[config.mk]
export PLATFORM = sky130hd
export DESIGN_NAME = qnl_sqrt_cell
export DESIGN_NICKNAME = d
export VERILOG_FILES = /design/src/hdl/qnl_pkg.sv /design/src/hdl/qnl_sqrt_cell.sv
export SDC_FILE = /design/constraint.sdc
export NUM_CORES = 1
export LEC_CHECK = 0
export BUFFER_PORTS_ARGS = -buffer_cell sky130_fd_sc_hd__buf_2
export CAP_MARGIN = 20
export CORE_UTILIZATION = 49
export DETAILED_ROUTE_END_ITERATION = 6
export GPL_ROUTABILITY_DRIVEN = 0
export PLACE_DENSITY_LB_ADDON = 0.3
export SLEW_MARGIN = 20
export SYNTH_ARGS = -nofsm -noshare
export SYNTH_HDL_FRONTEND = slang
export SYNTH_SLANG_ARGS = --single-unit
[constraint.sdc]
create_clock -name aclk -period 4.5 [get_ports aclk]
set_input_delay 0.9 -clock aclk [delete_from_list [all_inputs] [get_ports aclk]]
set_output_delay 0.9 -clock aclk [all_outputs]
set_load 0.01 [all_outputs]
[src/hdl/qnl_pkg.sv]
// Shared constants and types for the quaternion normalized-blend unit.
// No dependencies; imported by every module of the block.
package qnl_pkg;

    localparam int COMP_WIDTH_DEF = 16;
    localparam int BLEND_W = 15;
    localparam int BLEND_FRAC = 14;
    localparam int BLEND_HALF = 8192;
    localparam logic [BLEND_W-1:0] BLEND_ONE = 15'd16384;
    localparam int THRESH_W = 20;
    localparam logic [THRESH_W-1:0] THRESH_RESET = 20'd256;
    localparam int LEN_MAX_W = 64;

    typedef struct packed {
        logic valid;
        logic degen;
    } ctl_t;

endpackage

[src/hdl/qnl_sqrt_cell.sv]
// One cell of the square-root chain: retires one root bit from two length bits.
// Depends on qnl_pkg.
module qnl_sqrt_cell #(
    parameter int CW  = 16,
    parameter int SW  = 17,
    parameter int IDX = 0
) (
    input  logic                     aclk,
    input  logic                     aresetn,
    input  logic                     adv,
    input  qnl_pkg::ctl_t            ctl_i,
    input  logic [2*SW-1:0]          len_i,
    input  logic [3:0][CW-1:0]       mix_i,
    input  logic [SW-1:0]            root_i,
    input  logic [SW+1:0]            rem_i,
    output qnl_pkg::ctl_t            ctl_o,
    output logic [2*SW-1:0]          len_o,
    output logic [3:0][CW-1:0]       mix_o,
    output logic [SW-1:0]            root_o,
    output logic [SW+1:0]            rem_o
);
    import qnl_pkg::*;

    ctl_t              ctl_reg;
    logic [2*SW-1:0]   len_reg;
    logic [3:0][CW-1:0] mix_reg;
    logic [SW-1:0]     root_reg, root_next;
    logic [SW+1:0]     rem_reg, rem_next;
    logic [SW+3:0]     rem4, trial;

    always_comb begin
        rem4  = {rem_i, len_i[2*IDX+1 -: 2]};
        trial = (SW+4)'({root_i, 2'b01});
        if (rem4 >= trial) begin
            rem_next  = (SW+2)'(rem4 - trial);
            root_next = {root_i[SW-2:0], 1'b1};
        end else begin
            rem_next  = (SW+2)'(rem4);
            root_next = {root_i[SW-2:0], 1'b0};
        end
    end

    always_ff @(posedge aclk) begin
        if (!aresetn) begin
            ctl_reg <= '0;
        end else if (adv) begin
            ctl_reg <= ctl_i;
        end
    end

    always_ff @(posedge aclk) begin
        if (adv) begin
            len_reg  <= len_i;
            mix_reg  <= mix_i;
            root_reg <= root_next;
            rem_reg  <= rem_next;
        end
    end

    assign ctl_o  = ctl_reg;
    assign len_o  = len_reg;
    assign mix_o  = mix_reg;
    assign root_o = root_reg;
    assign rem_o  = rem_reg;

endmodule

==> results of run 1 <==
-- per-stage QoR --
step	utilization	power [uW]	cells	setup WS [ps]
3_5_place_dp	0.644	2060	726	893
2_1_floorplan	-	1820	314	1600
4_1_cts	0.693	3310	755	1430
6_report	0.693	3280	756	1370
3_3_place_gp	0.644	2040	726	950
5_1_grt	0.693	3410	755	1240
-- synth_stat cells, drive strengths merged, types with 2 or more instances --
cell	count	share of area
a31oi	2	0.0023
a21o	4	0.0055
a211oi	4	0.0055
mux2i	3	0.0055
nand2b	2	0.0023
nor2b	3	0.0035
edfxtp	134	0.74
nor3	3	0.0028
nor2	7	0.0049
xnor2	8	0.013
inv	22	0.015
a21oi	16	0.018
ha	19	0.044
xor2	7	0.011
nand3	2	0.0018
and2	3	0.0039
and3	2	0.0023
nand2	15	0.010
o21ai	12	0.011
mux2	17	0.046
a21boi	2	0.0028
nand4	4	0.0046
dfxtp	2	0.0074
buf	5	0.0081
o211ai	5	0.0069
-- area by class of cell --
| class | count | share of cell area |
|---|---|---|
| diodes | 1 | 0.000334 |
| inverters | 22 | 0.0110 |
| well taps | 140 | 0.0234 |
| flip-flops and latches | 136 | 0.543 |
| clock buffers | 20 | 0.0569 |
| repair buffers | 277 | 0.187 |
| clock inverters | 9 | 0.0140 |
| multi-input cells | 151 | 0.164 |
-- power by group through the flow --
stage / clock network [uW] / registers [uW] / logic, uW
floorplan: 0 / 1650 / 177
global placement: 0 / 1580 / 466
detailed placement: 0 / 1580 / 480
CTS: 1280 / 1560 / 482
global route: 1330 / 1570 / 518
finish: 1250 / 1560 / 480
-- worst min-delay path, stage by stage, from the launching register on --
cell and delay, ps:
dfxtp_1 320, mux2i_1 70, nor2b_1 100
-- worst paths after layout --
path	end	slack (ps)	cells after the start
setup / recovery	rem_o[12]	1370	10
hold / removal	ctl_o[0]	530	2
setup reg to reg	ctl_o[1]	3870	2
hold reg to reg	ctl_o[0]	530	2
-- logic make-up (layout without fill, tap and decap cells) --
group           after synthesis  in the layout  synth area share
flops                       136            136             0.750
compound gates               54             54            0.0667
simple gates                 43             43            0.0397
buf+inv                      27            328            0.0233
mux                          20             20            0.0520
fa+ha+maj                    19             19            0.0439
xor+xnor                     15             15            0.0243
other cells                   0              1                 0
-- per-layer routing --
layer | routed length [um] | vias up | track usage
met5 | 0 | - | 0
met2 | 7370 | 195 | 0.416
met3 | 1110 | 24 | 0.0705
met1 | 4900 | 1815 | 0.257
met4 | 267 | 0 | 0.0978
li1 | - | 1788 | -
-- sequential cells by signal, indices dropped and copies added, names as in the netlist --
| signal | cells |
|---|---|
| rem_o | 19 |
| root_o | 17 |
| ctl_o | 2 |
| mix_o | 64 |
| len_o | 34 |
==> results by group, run 1 <==
Global route
  • Gr usage total: 0.233
  • First-pass GRT wire length: 19.5 mm
  • Vias in the first global route: 3692
  • GRT Residual Overflow: 0
  • Largest net degree at the start of global routing: 109
  • Antenna violations before repair: 1

Timing
  • Hold Violations, Final: 0
  • Fmax: 320 MHz
  • Final Skew: 0 ps
  • Fin crit period: 3130 ps
  • Setup violators final: 0
  • Hold WS: 528 ps
  • Post-Route Setup TNS: 0 ps
  • Crit share post-route: 0.695
  • Worst slew margin: 0.348
  • RSZ-0062 raised after global routing: no
  • Slew @ Worst Pin: 979 ps
  • Final Max Slew Viols: 0

Yosys
  • Number of enable flip-flop cells after synthesis: 134
  • Synth Flop Type: edfxtp_1
  • Yosys cell types: 42
  • Fraction of registers with async set/reset: 0
  • Mapped cell area: 5420 um2
  • Mean Syn Cell Area: 17.3 um2
  • Synthesis warning total: 0
  • Sequential area share after synthesis: 0.750
  • Synthesized Nets: 472
  • Cells after Synth: 314
  • Yosys reg bits: 136

Drt
  • Drt wl/cell: 18.0 um
  • DR pass1 iterations: 4
  • DRC viols: 0
  • DR iter-0 viols: 257
  • Post-Route WL: 13.6 mm
  • DR vias/cell: 5.06
  • Routed vias: 3822
  • Antenna Violating Nets Remaining: 0

Power
  • Worst vdd ir: 0.254 mV
  • Seq pwr share: 0.474
  • Pleak: 0.00336 uW
  • Switching power total: 759 uW
  • Combinational power share: 0.146
  • Switching portion of total power: 0.231
  • Internal power: 2520 uW
  • Pwr dens: 439 nW/um2
  • Clock power frac: 0.380

Critical path
  • CP Max Fanout: 14
  • Setup CP Type: in2reg
  • CP top delay family: simple AND/OR/NAND/NOR gates
  • Crit Reg-Reg Startpoint: ctl_o[1]
  • Setup crit end kind: flip-flop
  • Worst setup path startpoint: root_i[8]
  • Worst setup SP type: primary input
  • Worst path slowest cell: ha_1
  • Crit-path cells: buf_2, inv_1, ha_1, nand4_1, nor4_1, a2111oi_2, o21ai_1, a21o_1, buf_4, mux2_4
  • Crit path required time: 4750 ps
  • Worst EP arrival: 3380 ps
  • Slowest stage delay, CP: 450 ps
  • Crit path buf inv count: 3

Final layout
  • Syn-to-layout area delta: 38.1%
  • Post-route cell area: 7480 um2
  • Fraction of layout cells with a size suffix above 1: 0.530
  • Fillers: 769
  • Commonest cells after routing, fill and taps aside: buf_2 (273), edfxtp_1 (134), inv_1 (22), ha_1 (19)
  • Register area: 4060 um2
  • Fin nets: 763
  • Commonest non-fill, non-tap cell in the layout: buf_2
  • Area of the multi-input gates: 1230 um2

Floorplan
  • Site Rows: 38
  • Die H: 107 um
  • Effective utilization at floorplan: 0.502
  • Core area: 10800 um2
  • IO Pins: 275
  • Area of the die: 11500 um2
  • Die width: 107 um

Clock network
  • CTS max path bufs: 2
  • Root Buffer: clkbuf_8
  • TritonCTS Buffers: 17
  • Number of clock sinks: 136
  • Postcts setup bufs: 0
  • Hold_buf cts: 0
  • CTS tree: done
  • Clock transition at path regs: 60 ps
  • Clock Latency Late Sink: 500 ps
  • H-tree levels: 4
  • Post-CTS resize count: 0

Placement
  • Area post-placement: 6950 um2
  • PortBufs: 274
  • Dpl hpwl: 10.4 mm

Worst hold path
  • Hold path start: ctl_o[0]
  • Hold crit path type: reg2reg

Run
  • Max-cap violations: 0

Run status
  • Status: finished, final reports clean
Note: power is estimated with default switching activity, not from simulation.
==> inputs of run 2 (changes only) <==
--- a/config.mk
+++ b/config.mk
@@ -7,7 +7,7 @@
 export LEC_CHECK = 0
 export BUFFER_PORTS_ARGS = -buffer_cell sky130_fd_sc_hd__buf_2
 export CAP_MARGIN = 20
-export CORE_UTILIZATION = 49
+export CORE_UTILIZATION = 46
 export DETAILED_ROUTE_END_ITERATION = 6
 export GPL_ROUTABILITY_DRIVEN = 0
 export PLACE_DENSITY_LB_ADDON = 0.3
==> constraint.sdc (replaced) <==
create_clock -name aclk -period 3.2 [get_ports aclk]
set_input_delay 0.64 -clock aclk [delete_from_list [all_inputs] [get_ports aclk]]
set_output_delay 0.64 -clock aclk [all_outputs]
set_load 0.01 [all_outputs]
==> run 2 against run 1 <==
Net effect: clock power increased by 58%; sequential share of layout area decreased by 0.94 points; flip-flop and latch count unchanged; sequential power increased by 40%; register-to-register slack got worse by 1400 ps; combinational power increased by 41%; clock-buffer cell count decreased by 3.
==> results by group, run 2 (synthesized netlist as in run 1, its figures left out) <==
Floorplan
  • Core area: 11500 um2
  • Site Rows: 39
  • Die H: 111 um
  • Effective utilization at floorplan: 0.472
  • Die width: 111 um
  • IO Pins: 275
  • Area of the die: 12200 um2

Timing
  • Hold WS: 400 ps
  • Fin crit period: 2650 ps
  • Final Skew: 0 ps
  • Post-Route Setup TNS: 0 ps
  • Setup violators final: 0
  • Final Max Slew Viols: 0
  • Crit share post-route: 0.829
  • RSZ-0062 raised after global routing: no
  • Fmax: 377 MHz
  • Worst slew margin: 0.508
  • Slew @ Worst Pin: 739 ps
  • Hold Violations, Final: 0

Drt
  • DRC viols: 0
  • Drt wl/cell: 17.0 um
  • Top Layer Used: met4
  • Post-Route WL: 13.1 mm
  • WL met2: 7.12 mm
  • WL met1: 4.70 mm
  • DR iter-0 viols: 305
  • Met3 Wirelength: 1.03 mm
  • DR vias/cell: 4.98
  • Routed vias: 3828
  • DR pass1 iterations: 4
  • Antenna Violating Nets Remaining: 0

Critical path
  • Worst EP arrival: 2810 ps
  • Setup crit end kind: flip-flop
  • Setup CP Type: in2reg
  • Crit path required time: 3360 ps
  • Worst setup SP type: primary input
  • FF-to-FF setup slack: 2520 ps
  • CP Max Fanout: 13

Clock network
  • Postcts setup bufs: 0
  • CTS max path bufs: 2
  • Clock transition at path regs: 60 ps
  • Root Buffer: clkbuf_16
  • TritonCTS Buffers: 17
  • Hold_buf cts: 0
  • Post-CTS resize count: 0
  • Number of clock sinks: 136
  • CTS tree: done
  • H-tree levels: 4
  • Clock Latency Late Sink: 410 ps

Placement
  • PortBufs: 274
  • Placed cell count: 735
  • Dpl hpwl: 9.87 mm
  • Area post-placement: 7010 um2

Final layout
  • Final Instance Count excl. Fillers: 768
  • Fin nets: 769
  • Fraction of layout cells with a size suffix above 1: 0.538
  • Commonest cells after routing, fill and taps aside: buf_2 (273), edfxtp_1 (134), inv_1 (22), ha_1 (19), clkbuf_16 (17)
  • Syn-to-layout area delta: 40.5%
  • Commonest non-fill, non-tap cell in the layout: buf_2
  • Max reg flops: 64
  • Post-route cell area: 7610 um2

Worst hold path
  • Hold crit path type: in2reg

Power
  • Worst vdd ir: 0.509 mV
  • Pwr dens: 634 nW/um2
  • Pleak: 0.00342 uW

Global route
  • Antenna violations before repair: 1
  • Gr usage total: 0.218
  • Vias in the first global route: 3691
  • GRT Residual Overflow: 0
  • First-pass GRT wire length: 19.7 mm
  • Largest net degree at the start of global routing: 80

Run
  • Max-cap violations: 0

Run status
  • Status: finished, final reports clean
-- run 2: area by class of cell --
| type | instances | area, um2 |
|---|---|---|
| diodes | 1 | 2.50 |
| clock buffers | 17 | 425 |
| clock inverters | 15 | 175 |
| fillers | 848 | 3850 |
| inverters | 22 | 82.6 |
| multi-input cells | 151 | 1230 |
| flip-flops and latches | 136 | 4060 |
| well taps | 143 | 179 |
| repair buffers | 283 | 1460 |
-- run 2: path summary, 6_finish.rpt --
path	start	to	cells after the start
worst max-delay path	root_i[8]	rem_o[9]	10
worst min-delay path	mix_i[53]	mix_o[53]	1
worst max register to register	ctl_o[0]	ctl_o[0]	2
worst min register to register	ctl_o[1]	ctl_o[1]	2
-- run 2: critical path, cell delays in order --
cell and delay [ps]:
buf_2 100, inv_1 40, ha_1 460, nand4_1 220
nor4_1 390, a2111oi_2 120, o21ai_1 120, a21o_1 120
buf_4 270, mux2_4 320
-- run 2: report_power, final --
part | internal [uW] | switching [uW]
sequential | 2150 | 36.5
clock | 1230 | 740
combinational | 321 | 356
total | 3690 | 1130
-- run 2: layer usage --
metal	up-vias	global-route usage
li1	1812	-
met1	1818	0.230
met2	180	0.395
met3	18	0.0763
met4	0	0.0818
met5	-	0
-- run 2: through the flow --
stage	setup WS, ps	util	power (uW)
finish	546	0.664	4830
global route	385	0.664	5010
CTS	539	0.664	4870
detailed placement	102	0.611	2900
global placement	192	0.611	2880
floorplan	555	-	2560
