## src/hdl/qnl_pkg.sv

```systemverilog
// Shared constants and types for the quaternion normalized-blend unit.
// No dependencies; imported by every module of the block.
package qnl_pkg;

    localparam int COMP_WIDTH_DEF = 16;
    localparam int BLEND_W = 15;
    localparam int BLEND_FRAC = 14;
    localparam int BLEND_HALF = 8192;
    localparam logic [BLEND_W-1:0] BLEND_ONE = 15'd16384;
    localparam int THRESH_W = 20;
    localparam logic [THRESH_W-1:0] THRESH_RESET = 20'd256;
    localparam int LEN_MAX_W = 64;

    typedef struct packed {
        logic valid;
        logic degen;
    } ctl_t;

endpackage

```

## src/hdl/qnl_div_cell.sv

```systemverilog
// One cell of the divider chain: retires one quotient bit on all four lanes.
// Depends on qnl_pkg.
module qnl_div_cell #(
    parameter int NW = 32,
    parameter int QB = 15,
    parameter int SW = 17,
    parameter int K  = 0
) (
    input  logic                 aclk,
    input  logic                 aresetn,
    input  logic                 adv,
    input  qnl_pkg::ctl_t        ctl_i,
    input  logic [SW:0]          den_i,
    input  logic [3:0]           neg_i,
    input  logic [3:0]           ovf_i,
    input  logic [3:0][NW-1:0]   rem_i,
    input  logic [3:0][QB-1:0]   quo_i,
    output qnl_pkg::ctl_t        ctl_o,
    output logic [SW:0]          den_o,
    output logic [3:0]           neg_o,
    output logic [3:0]           ovf_o,
    output logic [3:0][NW-1:0]   rem_o,
    output logic [3:0][QB-1:0]   quo_o
);
    import qnl_pkg::*;

    localparam int CMPW = NW + SW + 2;

    ctl_t               ctl_reg;
    logic [SW:0]        den_reg;
    logic [3:0]         neg_reg, ovf_reg;
    logic [3:0][NW-1:0] rem_reg, rem_next;
    logic [3:0][QB-1:0] quo_reg, quo_next;
    logic [CMPW-1:0]    dsh;

    always_comb begin
        dsh = CMPW'(den_i) << K;
        for (int l = 0; l < 4; l++) begin
            if (CMPW'(rem_i[l]) >= dsh) begin
                rem_next[l] = NW'(CMPW'(rem_i[l]) - dsh);
                quo_next[l] = quo_i[l] | (QB'(1) << K);
            end else begin
                rem_next[l] = rem_i[l];
                quo_next[l] = quo_i[l];
            end
        end
    end

    always_ff @(posedge aclk) begin
        if (!aresetn) begin
            ctl_reg <= '0;
        end else if (adv) begin
            ctl_reg <= ctl_i;
        end
    end

    always_ff @(posedge aclk) begin
        if (adv) begin
            den_reg <= den_i;
            neg_reg <= neg_i;
            ovf_reg <= ovf_i;
            rem_reg <= rem_next;
            quo_reg <= quo_next;
        end
    end

    assign ctl_o = ctl_reg;
    assign den_o = den_reg;
    assign neg_o = neg_reg;
    assign ovf_o = ovf_reg;
    assign rem_o = rem_reg;
    assign quo_o = quo_reg;

endmodule

```

## config.mk

```make
export PLATFORM = sky130hd
export DESIGN_NAME = qnl_div_cell
export DESIGN_NICKNAME = d
export VERILOG_FILES = /design/src/hdl/qnl_pkg.sv /design/src/hdl/qnl_div_cell.sv
export SDC_FILE = /design/constraint.sdc
export NUM_CORES = 1
export LEC_CHECK = 0
export ABC_CLOCK_PERIOD_IN_PS = 4200
export BUFFER_PORTS_ARGS = -buffer_cell sky130_fd_sc_hd__clkbuf_2
export CORE_MARGIN = 1.5
export CORE_UTILIZATION = 45
export DETAILED_ROUTE_END_ITERATION = 6
export PLACE_DENSITY = 0.83
export SLEW_MARGIN = 20
export SYNTH_ARGS = -nofsm -noshare
export SYNTH_HDL_FRONTEND = slang
export SYNTH_SLANG_ARGS = --single-unit
```

## constraint.sdc

```tcl
create_clock -name aclk -period 4.2 [get_ports aclk]
set_clock_uncertainty 0.15 [all_clocks]
set_input_delay 0 -clock aclk [delete_from_list [all_inputs] [get_ports aclk]]
set_output_delay 0 -clock aclk [all_outputs]
set_load 0.02 [all_outputs]
```

==> results of run 1 <==
## power breakdown
| group | switching (W) | internal, W | total (W) |
|---|---|---|---|
| clock network | 0.000906 | 0.00107 | 0.00198 |
| registers | 0.0000844 | 0.00266 | 0.00275 |
| logic | 0.00110 | 0.000725 | 0.00183 |
## cells in the mapped netlist (all sizes together), types with 6 or more instances
| master | n | area [um2] |
|---|---|---|
| edfxtp | 214 | 6430 |
| nand2 | 101 | 379 |
| a21oi | 85 | 425 |
| nor2 | 79 | 299 |
| o21ai | 75 | 375 |
| ha | 72 | 901 |
| xor2 | 63 | 552 |
| inv | 44 | 165 |
| xnor2 | 44 | 393 |
| nor3 | 32 | 165 |
| nor4 | 32 | 200 |
| or3 | 31 | 194 |
| clkbuf | 30 | 113 |
| a21o | 24 | 180 |
| nand2b | 23 | 144 |
| nand4 | 23 | 144 |
| nand3 | 18 | 90.1 |
| a211oi | 13 | 97.6 |
| nor2b | 13 | 81.3 |
| o31ai | 13 | 97.6 |
| o21a | 10 | 75.1 |
| or2 | 10 | 62.6 |
| a31oi | 9 | 56.3 |
| buf | 9 | 58.8 |
| o21bai | 9 | 67.6 |
| or4 | 9 | 71.3 |
| and3 | 6 | 37.5 |
| mux2 | 6 | 71.3 |
## routing by layer
metal	routed length, um	vias to the layer above	share of wire [%]
met5	11	-	0.024
met4	3360	2	7.2
met3	3860	260	8.3
met2	23200	888	50
met1	16300	6067	35
li1	-	5829	-
## sequential cells by signal, indices dropped and copies added (netlist names)
| name | cells |
|---|---|
| rem_o | 128 |
| quo_o | 60 |
| den_o | 18 |
| neg_o | 4 |
| ovf_o | 4 |
| ctl_o | 2 |
## stage by stage
stage | worst slack (ns) | cell area [um2] | hold WS, ns | util (%)
6_report | 0.223 | 18600 | -0.0107 | 66.9
5_1_grt | 0.0828 | 18600 | 0.0324 | 66.9
2_1_floorplan | 1.45 | 12700 | -0.0511 | -
3_5_place_dp | 0.800 | 15300 | 0.0287 | 55.0
4_1_cts | 0.369 | 18600 | 0.0147 | 66.9
3_3_place_gp | 0.893 | 15300 | 0.0269 | 55.0
## cell families (layout without fill, tap and decap cells)
group / count (synthesis) / after routing / share of synthesized area, %
adder cells (fa/ha/maj): 76 / 76 / 7.73
flip-flops: 216 / 216 / 51.0
buffers and inverters: 83 / 790 / 2.65
AND/OR/NAND/NOR: 396 / 396 / 16.0
AO/OA/AOI/OAI: 286 / 286 / 14.3
XOR/XNOR: 107 / 107 / 7.45
multiplexers: 11 / 11 / 0.957
other: 0 / 1 / 0
## worst paths after layout
kind / end / depth (start not counted) / startpoint
max: rem_o[31] / 13 / den_i[11]
min reg2reg: ctl_o[1] / 2 / ctl_o[1]
min: rem_o[23] / 1 / adv
max reg2reg: ctl_o[0] / 3 / ctl_o[0]
## layout make-up
| class | count | share of cell area (%) |
|---|---|---|
| clock buffers | 28 | 3.20 |
| inverters | 44 | 0.888 |
| clock inverters | 13 | 0.538 |
| flip-flops and latches | 216 | 34.8 |
| diodes | 1 | 0.0135 |
| well taps | 378 | 2.54 |
| multi-input cells | 876 | 31.7 |
| repair buffers | 705 | 26.3 |
## repair_timing
item / in CTS / in global routing
setup endpoints to repair: 0 / 1
hold buffers: 261 / 0
hold endpoints to repair: 216 / 0
gates resized for setup: 0 / 1
==> results.txt, run 1 <==
Status - finished with violations
Failing checks - negative hold slack
Clock Pin Slew Worst Setup and Hold Paths - 0.07 ns
DRC - 0
Clock buffer depth - 3
Crit path kind - in2reg
DR pass1 iterations - 6
Clock buffer count from CTS - 23
Gr usage total - 30.8%
Core area - 0.0278 mm2
Most frequent cells in the layout - 433 x clkbuf_2, 261 x dlygate4sd3_1, 214 x edfxtp_1
Clk sinks - 216
Ys flop type - edfxtp_1
Syn-to-layout area delta - 46.5%
Pin count of the biggest net entering global routing - 95
Max Cap Viol - 0
Port Buffers - 434
Asr flop ratio synth - 0%
Global Route met2 Usage - 54.5%
Global placement routability congestion - 0.937
Post-Route WL - 46800 um
CTS root buffer - clkbuf_16
Vias - 13.0k
Final slew viol count - 0
Synth warnings - 0
Fmax achieved - 251 MHz
Clock H-tree levels - 1
Initial core utilization - 45.7%
CP max FO - 30
Grt peak-use layer - met2
Syn Area/Cell - 10.8 um2
Worst slew pin tran - 0.782 ns
Final nets - 2161
EDFF count, synth - 214
Fin cells - 2261
Total die area - 0.0292 mm2
R2R Setup Slk - 2.80 ns
Cell mode on critical path - dlygate4sd3_1
Worst slew margin - 47.9%
Total power - 0.00656 W
Setup bufs post-CTS - 0
Vias/cell - 5.77
Synth Cell Area - 0.0127 mm2
Most common cell after layout, fill and taps aside - clkbuf_2
Chain of cells forming the critical path - dlygate4sd3_1 > clkbuf_2 > inv_1 > ha_1 > a21oi_1 > o21ai_0 > a211oi_1 > o311ai_2 > nor2_2 > buf_12 > nor4b_1 > xor2_1 > dlygate4sd3_1
I/O pin cnt - 435
Chip height - 171 um
CP arrival - 4.10 ns
RSZ-0062 raised after global routing - false
Remaining global-route overflow - 0
Clock period minus worst slack - 3.98 ns
Fin Hold WS - -0.0107 ns
Mapped Cells - 1175
Power Density - 353 mW/mm2
Required @ worst endpoint - 4.32 ns
Max VDD drop - 291 uV
Antenna violations before repair - 2
Post-synthesis sequential area ratio - 51.0%
Slowest stage delay, CP - 0.63 ns
Later-pin clock latency in the skew report - 0.52 ns
Inst Count DP - 1958
Delay-heaviest family, CP - buffers and inverters
Period utilization - 94.7%
Final TNS setup - 0 ns
Slowest CP cell - dlygate4sd3_1
Multi-input logic area - 0.00590 mm2
Endpoints failing setup - 0
First-pass GRT wire length - 68800 um
CP bufs+invs - 5
Net Count, Synth - 1470
Vias in the first global route - 12.8k
Startpoint types - input pin
Hold Crit Class - in2reg
Worst setup EP type - register
CTS tree - built
FILL cells - 2033
Synthesized flop and latch total - 216
Distinct cells, synth - 76
Drt initial violations - 1384
Post-DP HPWL - 29800 um
Met3 Track Usage GR - 6.18%
Register Area - 0.00647 mm2
Remaining antenna violation count after routing - 0
Leak Pwr - 7.89 nW
Die width - 171 um
GR Util met1 - 33.4%
Site Rows - 61
Final hold vios - 10
Layout cell share with drive strength beyond 1 - 26.6%
Avg WL per Cell - 20.7 um
(Power assumes the default switching activity.)
==> run 2: changes to the inputs <==
==> constraint.sdc (replaced) <==
create_clock -name aclk -period 4.2 [get_ports aclk]
set_clock_uncertainty 0.15 [all_clocks]
set_input_delay 0.42 -clock aclk [delete_from_list [all_inputs] [get_ports aclk]]
set_output_delay 0.42 -clock aclk [all_outputs]
set_load 0.02 [all_outputs]
==> run 2 against run 1 <==
The flow now finishes without violations. Total power shrank 4.2%. Clock-buffer cell count grew 3. Via count shrank 11%. Non-clock buffer count decreased by 178. First-iteration DRC count decreased by 33%. Worst hold slack improved by 0.045 ns. Worst setup slack better by 0.17 ns. Core utilization fell by 6.5 points. Die area is the same. Critical path type unchanged. Largest cell class unchanged. Highest routed layer unchanged.
==> results.txt, run 2 (synthesis results as in run 1) <==
Status - completed (was finished with violations)
Avg WL per Cell - 19.8 um (was 20.7 um)
Clock Pin Slew Worst Setup and Hold Paths - 0.06 ns (was 0.07 ns)
Post-DP HPWL - 30200 um (was 29800 um)
Pin count of the biggest net entering global routing - 92 (was 95)
Sequential Power Share - 43.6% (was 41.9%)
Post-Route WL - 41200 um (was 46800 um)
Clock share of power - 30.1% (was 30.2%)
Power Density - 374 mW/mm2 (was 353 mW/mm2)
Final nets - 1983 (was 2161)
Reg2Reg Depth - 2 (was 3)
Hold depth - 2 (was 1)
Wire length on met1 - 15300 um (was 16300 um)
Vias/cell - 5.58 (was 5.77)
First-pass GRT wire length - 59300 um (was 68800 um)
Port Buffers - 434 (unchanged)
Final slew viol count - 0 (unchanged)
Layout cell share with drive strength beyond 1 - 29.1% (was 26.6%)
CTS tree - built (unchanged)
Endpoints failing setup - 0 (unchanged)
Fmax achieved - 262 MHz (was 251 MHz)
Register Area - 0.00647 mm2 (unchanged)
FILL cells - 2313 (was 2033)
Core area - 0.0278 mm2 (unchanged)
RSZ-0062 raised after global routing - false (unchanged)
Remaining global-route overflow - 0 (unchanged)
Site Rows - 61 (unchanged)
Antenna violations before repair - 3 (was 2)
CP arrival - 3.92 ns (was 4.10 ns)
Multi-input logic area - 0.00589 mm2 (was 0.00590 mm2)
Switching Power - 0.00194 W (was 0.00210 W)
I/O pin cnt - 435 (unchanged)
Most common cell after layout, fill and taps aside - clkbuf_2 (unchanged)
CTS root buffer - clkbuf_16 (unchanged)
Setup bufs post-CTS - 0 (unchanged)
DRC - 0 (unchanged)
Startpoint types - input pin (unchanged)
Leak Pwr - 7.14 nW (was 7.89 nW)
Met3 Wirelength - 3080 um (was 3860 um)
Clock buffer count from CTS - 23 (unchanged)
Dpl ws - 0.501 ns (was 0.800 ns)
Initial core utilization - 45.7% (unchanged)
Worst setup EP type - register (unchanged)
Final TNS setup - 0 ns (unchanged)
Die width - 171 um (unchanged)
Max Cap Viol - 0 (unchanged)
Later-pin clock latency in the skew report - 0.51 ns (was 0.52 ns)
Gr usage total - 26.6% (was 30.8%)
Clock period minus worst slack - 3.81 ns (was 3.98 ns)
DR pass1 iterations - 6 (unchanged)
Post-route cell area - 0.0168 mm2 (was 0.0186 mm2)
Vias in the first global route - 11.1k (was 12.8k)
Drt initial violations - 928 (was 1384)
Total die area - 0.0292 mm2 (unchanged)
Syn-to-layout area delta - 32.3% (was 46.5%)
Worst slew margin - 47.5% (was 47.9%)
Required @ worst endpoint - 4.31 ns (was 4.32 ns)
Max VDD drop - 286 uV (was 291 uV)
Clock buffer depth - 3 (unchanged)
Chip height - 171 um (unchanged)
Clk sinks - 216 (unchanged)
CP max FO - 17 (was 30)
Setup slack after layout - 0.389 ns (was 0.223 ns)
Global placement routability congestion - 0.941 (was 0.937)
Vias - 11.6k (was 13.0k)
Clock H-tree levels - 1 (unchanged)
Hold Crit Class - in2reg (unchanged)
Crit path kind - in2reg (unchanged)
Remaining antenna violation count after routing - 0 (unchanged)
Max reg flops - 128 (unchanged)
Period utilization - 90.7% (was 94.7%)
Top routing layer in use - met5 (unchanged)
DP Area - 0.0153 mm2 (about the same)
Switching fraction of total power - 30.9% (was 32.0%)
Met2 wire length - 20800 um (was 23200 um)
Most frequent cells in the layout - 433 x clkbuf_2, 214 x edfxtp_1, 101 x nand2_1 (was 433 x clkbuf_2, 261 x dlygate4sd3_1, 214 x edfxtp_1)
Worst slew pin tran - 0.788 ns (was 0.782 ns)
Pint - 0.00434 W (was 0.00446 W)
Final hold vios - 0 (was 10)
Gate power share - 26.2% (was 27.9%)
run 2: power groups by stage:
| stage | clock [W] | combinational (W) | sequential, W |
|---|---|---|---|
| after floorplan | 0 | 0.000641 | 0.00307 |
| after global placement | 0 | 0.00154 | 0.00278 |
| after detailed placement | 0 | 0.00156 | 0.00278 |
| after CTS | 0.00192 | 0.00163 | 0.00274 |
| after global routing | 0.00199 | 0.00176 | 0.00276 |
| final | 0.00189 | 0.00165 | 0.00274 |
run 2: worst max-delay path, cell delays in order:
cell           delay [ns]
dlygate4sd3_1        0.56
clkbuf_2             0.13
inv_1                0.21
ha_1                 0.34
nor2b_1              0.17
o31ai_1              0.46
a211oi_1             0.24
o311ai_1             0.43
nand2_1              0.39
buf_4                0.34
mux2i_1              0.16
a31oi_1              0.06
run 2: through the flow:
step	hold slack, ns	total power, W	instances	util [%]
after detailed placement	0.383	0.00434	1960	55.1
after global routing	0.0416	0.00651	2083	60.4
final	0.0344	0.00628	2083	60.4
after floorplan	0.369	0.00371	1175	-
after CTS	0.0168	0.00628	2081	60.4
after global placement	0.355	0.00432	1960	55.1
run 2: cell type report:
type,count,area share (%)
Clock buffer,31,3.61
Multi-Input combinational cell,876,35.1
Tap cell,378,2.82
Sequential cell,216,38.5
Antenna cell,2,0.0298
Inverter,44,0.984
Timing Repair Buffer,527,18.6
Clock inverter,9,0.402
run 2: what timing repair did:
action	in CTS	in global routing
hold buffers	81	0
hold endpoints to repair	82	0
resized for setup	0	0
run 2: worst paths after layout:
kind / end / startpoint / slack (ns)
max: rem_o[71] / den_i[2] / 0.39
min: quo_o[0] / quo_i[0] / 0.03
max reg2reg: ctl_o[0] / ctl_o[0] / 3.40
min reg2reg: ctl_o[1] / ctl_o[1] / 0.40
run 2: routing by layer:
metal | up-vias | global-route usage, %
li1 | 5459 | -
met5 | - | 0
met3 | 124 | 4.19
met1 | 5453 | 30.7
met4 | 2 | 14.0
met2 | 577 | 47.5
==> run 3: changes to the inputs <==
--- a/config.mk
+++ b/config.mk
@@ -5,13 +5,13 @@
 export SDC_FILE = /design/constraint.sdc
 export NUM_CORES = 1
 export LEC_CHECK = 0
-export ABC_CLOCK_PERIOD_IN_PS = 4200
+export ABC_AREA = 1
+export ABC_CLOCK_PERIOD_IN_PS = 4350
 export BUFFER_PORTS_ARGS = -buffer_cell sky130_fd_sc_hd__clkbuf_2
 export CORE_MARGIN = 1.5
 export CORE_UTILIZATION = 45
 export DETAILED_ROUTE_END_ITERATION = 6
-export PLACE_DENSITY = 0.83
-export SLEW_MARGIN = 20
+export PLACE_DENSITY = 0.81
 export SYNTH_ARGS = -nofsm -noshare
 export SYNTH_HDL_FRONTEND = slang
 export SYNTH_SLANG_ARGS = --single-unit
==> constraint.sdc (replaced) <==
create_clock -name aclk -period 4.35 [get_ports aclk]
set_clock_uncertainty 0.15 [all_clocks]
set_input_delay 0.435 -clock aclk [delete_from_list [all_inputs] [get_ports aclk]]
set_output_delay 0.435 -clock aclk [all_outputs]
set_load 0.02 [all_outputs]
==> run 3 against run 2 <==
Total power rose by 10%. Sequential share of layout area fell by 5.4 points. Combinational power grew 7%. Area after synthesis grew 19%. Via count rose by 30%. Wire length up 22%. Sequential power is 3% lower. First-iteration DRC count rose by 19%. Largest power group unchanged.
==> results.txt, run 3 <==
Global placement routability congestion - 0.977 (was 0.941)
Leak Pwr - 10.2 nW (was 7.14 nW)
Port Buffers - 434 (unchanged)
RSZ-0062 raised after global routing - false (unchanged)
Chain of cells forming the critical path - dlygate4sd3_1 > clkbuf_2 > inv_1 > ha_1 > nand2_2 > inv_1 > a21oi_1 > nand2_1 > a21oi_2 > nand3_4 > inv_2 > a21oi_1 (was dlygate4sd3_1 > clkbuf_2 > inv_1 > ha_1 > nor2b_1 > o31ai_1 > a211oi_1 > o311ai_1 > nand2_1 > buf_4 > mux2i_1 > a31oi_1)
Fin Hold WS - 0.0226 ns (was 0.0344 ns)
Avg WL per Cell - 16.5 um (was 19.8 um)
Hold depth - 2 (unchanged)
Final TNS setup - 0 ns (unchanged)
Clock buffer count from CTS - 26 (was 23)
Setup bufs post-CTS - 0 (unchanged)
Total die area - 0.0346 mm2 (was 0.0292 mm2)
Ys flop type - edfxtp_1 (unchanged)
Worst slew pin tran - 0.885 ns (was 0.788 ns)
Simple-gate share of the synthesized area - 31.3% (was 16.0%)
EDFF count, synth - 214 (unchanged)
Worst slew margin - 41.0% (was 47.5%)
Largest family of logic cells by synthesized area - simple AND/OR/NAND/NOR gates (unchanged)
Max Cap Viol - 0 (unchanged)
Synth warnings - 0 (unchanged)
Vias/cell - 4.96 (was 5.58)
Gr usage total - 28.5% (was 26.6%)
Slowest CP cell - inv_2 (was dlygate4sd3_1)
Met2 wire length - 23700 um (was 20800 um)
Remaining antenna violation count after routing - 0 (unchanged)
Synth cell count leaders - 825 x nand2_1, 359 x inv_1, 214 x edfxtp_1 (was 214 x edfxtp_1, 101 x nand2_1, 85 x a21oi_1)
CP max FO - 29 (was 17)
Clock buffer depth - 3 (unchanged)
Delay-heaviest family, CP - buffers and inverters (unchanged)
Proportion of synthesized area in mux cells - 0% (was 0.957%)
Top routing layer in use - met4 (was met5)
Final slew viol count - 0 (unchanged)
Synthesized flop and latch total - 216 (unchanged)
Post-Synth XOR/XNOR Area - 3.25% (was 7.45%)
Power Density - 354 mW/mm2 (was 374 mW/mm2)
Most frequent cells in the layout - 825 x nand2_1, 433 x clkbuf_2, 359 x inv_1 (was 433 x clkbuf_2, 214 x edfxtp_1, 101 x nand2_1)
Endpoints failing setup - 0 (unchanged)
DRC - 0 (unchanged)
Max VDD drop - 300 uV (was 286 uV)
I/O pin cnt - 435 (unchanged)
Initial core utilization - 46.0% (was 45.7%)
Synth top area share - 42.6% (was 50.7%)
PostCTS Resize Cnt - 0 (unchanged)
Max reg flops - 128 (unchanged)
Wire length on met1 - 21000 um (was 15300 um)
Ranking of synthesized cells by area - edfxtp_1 43%, nand2_1 21%, inv_1 8.9% (was edfxtp_1 51%, ha_1 7.1%, xor2_1 4.3%)
Clock Pin Slew Worst Setup and Hold Paths - 0.06 ns (about the same)
DR pass1 iterations - 5 (was 6)
Syn-to-layout area delta - 29.7% (was 32.3%)
Fmax achieved - 302 MHz
Distinct cells, synth - 34 (was 76)
Mapped Cells - 2043 (was 1175)
Met3 Wirelength - 3920 um (was 3080 um)
Layout cell share with drive strength beyond 1 - 21.7% (was 29.1%)
CTS root buffer - clkbuf_16 (unchanged)
Status - completed (unchanged)
CP Depth - 12 (unchanged)
Post-DP HPWL - 39000 um (was 30200 um)
Syn Area/Cell - 7.38 um2 (was 10.8 um2)
First-pass GRT wire length - 75600 um (was 59300 um)
Synth Cell Area - 0.0151 mm2 (was 0.0127 mm2)
Drt initial violations - 1102 (was 928)
Most common cell after layout, fill and taps aside - nand2_1 (was clkbuf_2)
Final nets - 2870 (was 1983)
CP arrival - 3.43 ns (was 3.92 ns)
Final hold vios - 0 (unchanged)
Synth area leader - edfxtp_1 (unchanged)
Post-Synth Adder-Cell Area - 6.50% (was 7.73%)
Startpoint types - input pin (unchanged)
Top-count cell post-synth - nand2_1 (was edfxtp_1)
Antenna violations before repair - 5 (was 3)
Post-Route WL - 50200 um (was 41200 um)
Chip height - 186 um (was 171 um)
Reg2Reg Depth - 3 (was 2)
Pin count of the biggest net entering global routing - 108 (was 92)
CP bufs+invs - 5 (was 4)
Crit path kind - in2reg (unchanged)
Vias in the first global route - 14.4k (was 11.1k)
Asr flop ratio synth - 0% (unchanged)
Die width - 186 um (was 171 um)
Post-synthesis sequential area ratio - 42.9% (was 51.0%)
Core area - 0.0328 mm2 (was 0.0278 mm2)
Post-synthesis compound-gate area fraction - 5.75% (was 14.3%)
Hold Crit Class - in2reg (unchanged)
Period utilization - 76.2%
Remaining global-route overflow - 0 (unchanged)
Clock H-tree levels - 1 (unchanged)
Clk sinks - 216 (unchanged)
Clock period minus worst slack - 3.31 ns
Later-pin clock latency in the skew report - 0.54 ns (was 0.51 ns)
Slowest stage delay, CP - 0.56 ns (about the same)
Vias - 15.1k (was 11.6k)
Net Count, Synth - 2338 (was 1470)
Site Rows - 66 (was 61)
CTS tree - built (unchanged)
Worst setup EP type - register (unchanged)
Required @ worst endpoint - 4.47 ns (was 4.31 ns)
[run 3: changes by cell type after synthesis, moves of 21 or more]
cell | previous run | this run
nand2_1 | 101 | 825
nor2_1 | 78 | 157
inv_1 | 44 | 359
a21o_1 | 24 | 0
a21oi_2 | 0 | 47
nor4_1 | 32 | 0
xnor2_1 | 43 | 4
nand2b_1 | 23 | 1
a21oi_1 | 85 | 64
clkbuf_1 | 30 | 0
o21ai_1 | 45 | 4
or3_1 | 31 | 0
nand3_1 | 18 | 106
[run 3: cells by family after synthesis]
kind of cell / after synthesis
compound gates: 137
xor+xnor: 56
fa+ha+maj: 76
buf+inv: 390
flops: 216
simple gates: 1168
[run 3: worst reg2reg max path: cells and delay by family, from the launching register on]
kind	cells	cell delay [ns]
AOI/OAI and AO/OA	1	0.15
buffers and inverters	1	0.58
DFF	1	0.32
and+or+nand+nor	1	0.06
[run 3: what timing repair did]
action,CTS,global route
setup endpoints to repair,0,0
hold buffers,86,0
hold endpoints to repair,85,0
[run 3: path summary, 6_finish.rpt]
check	from	slack, ns	to
min reg2reg	ctl_o[0]	0.42	ctl_o[0]
max	den_i[15]	1.04	rem_o[114]
max reg2reg	ctl_o[1]	2.97	ctl_o[1]
min	quo_i[15]	0.02	quo_o[15]
[run 3: stage by stage]
stage               cell area, um2  power [W]  instances  util (%)  worst slack [ns]
finish                       19600    0.00693       3041      59.7              1.04
global route                 19600    0.00724       3041      59.7             0.843
CTS                          19500    0.00694       3037      59.6              1.05
detailed placement           17700    0.00437       2903      54.0              1.03
global placement             17700    0.00436       2903      54.0              1.13
floorplan                    15100    0.00371       2043         -              1.95
[run 3: layer usage]
layer  vias to the layer above  global-route usage [%]
li1                       7488                       -
met3                        90                    3.93
met4                         0                    10.2
met2                       637                    48.9
met1                      6865                    36.6
met5                         -                       0
[run 3: power by group]
| part | switching, W | internal, W | total (W) |
|---|---|---|---|
| sequential | 0.0000850 | 0.00257 | 0.00266 |
| clock | 0.000901 | 0.00160 | 0.00250 |
| combinational | 0.00118 | 0.000590 | 0.00177 |
| total | 0.00217 | 0.00476 | 0.00693 |
[run 3: layout make-up]
type                            instances  area (um2)
Fill cell                            2963       13200
Multi-Input combinational cell       1437        7050
Timing Repair Buffer                  525        3090
Inverter                              369        1390
Sequential cell                       216        6470
Clock inverter                         14         259
Antenna cell                            4        10.0
Tap cell                              442         553
Clock buffer                           34         732
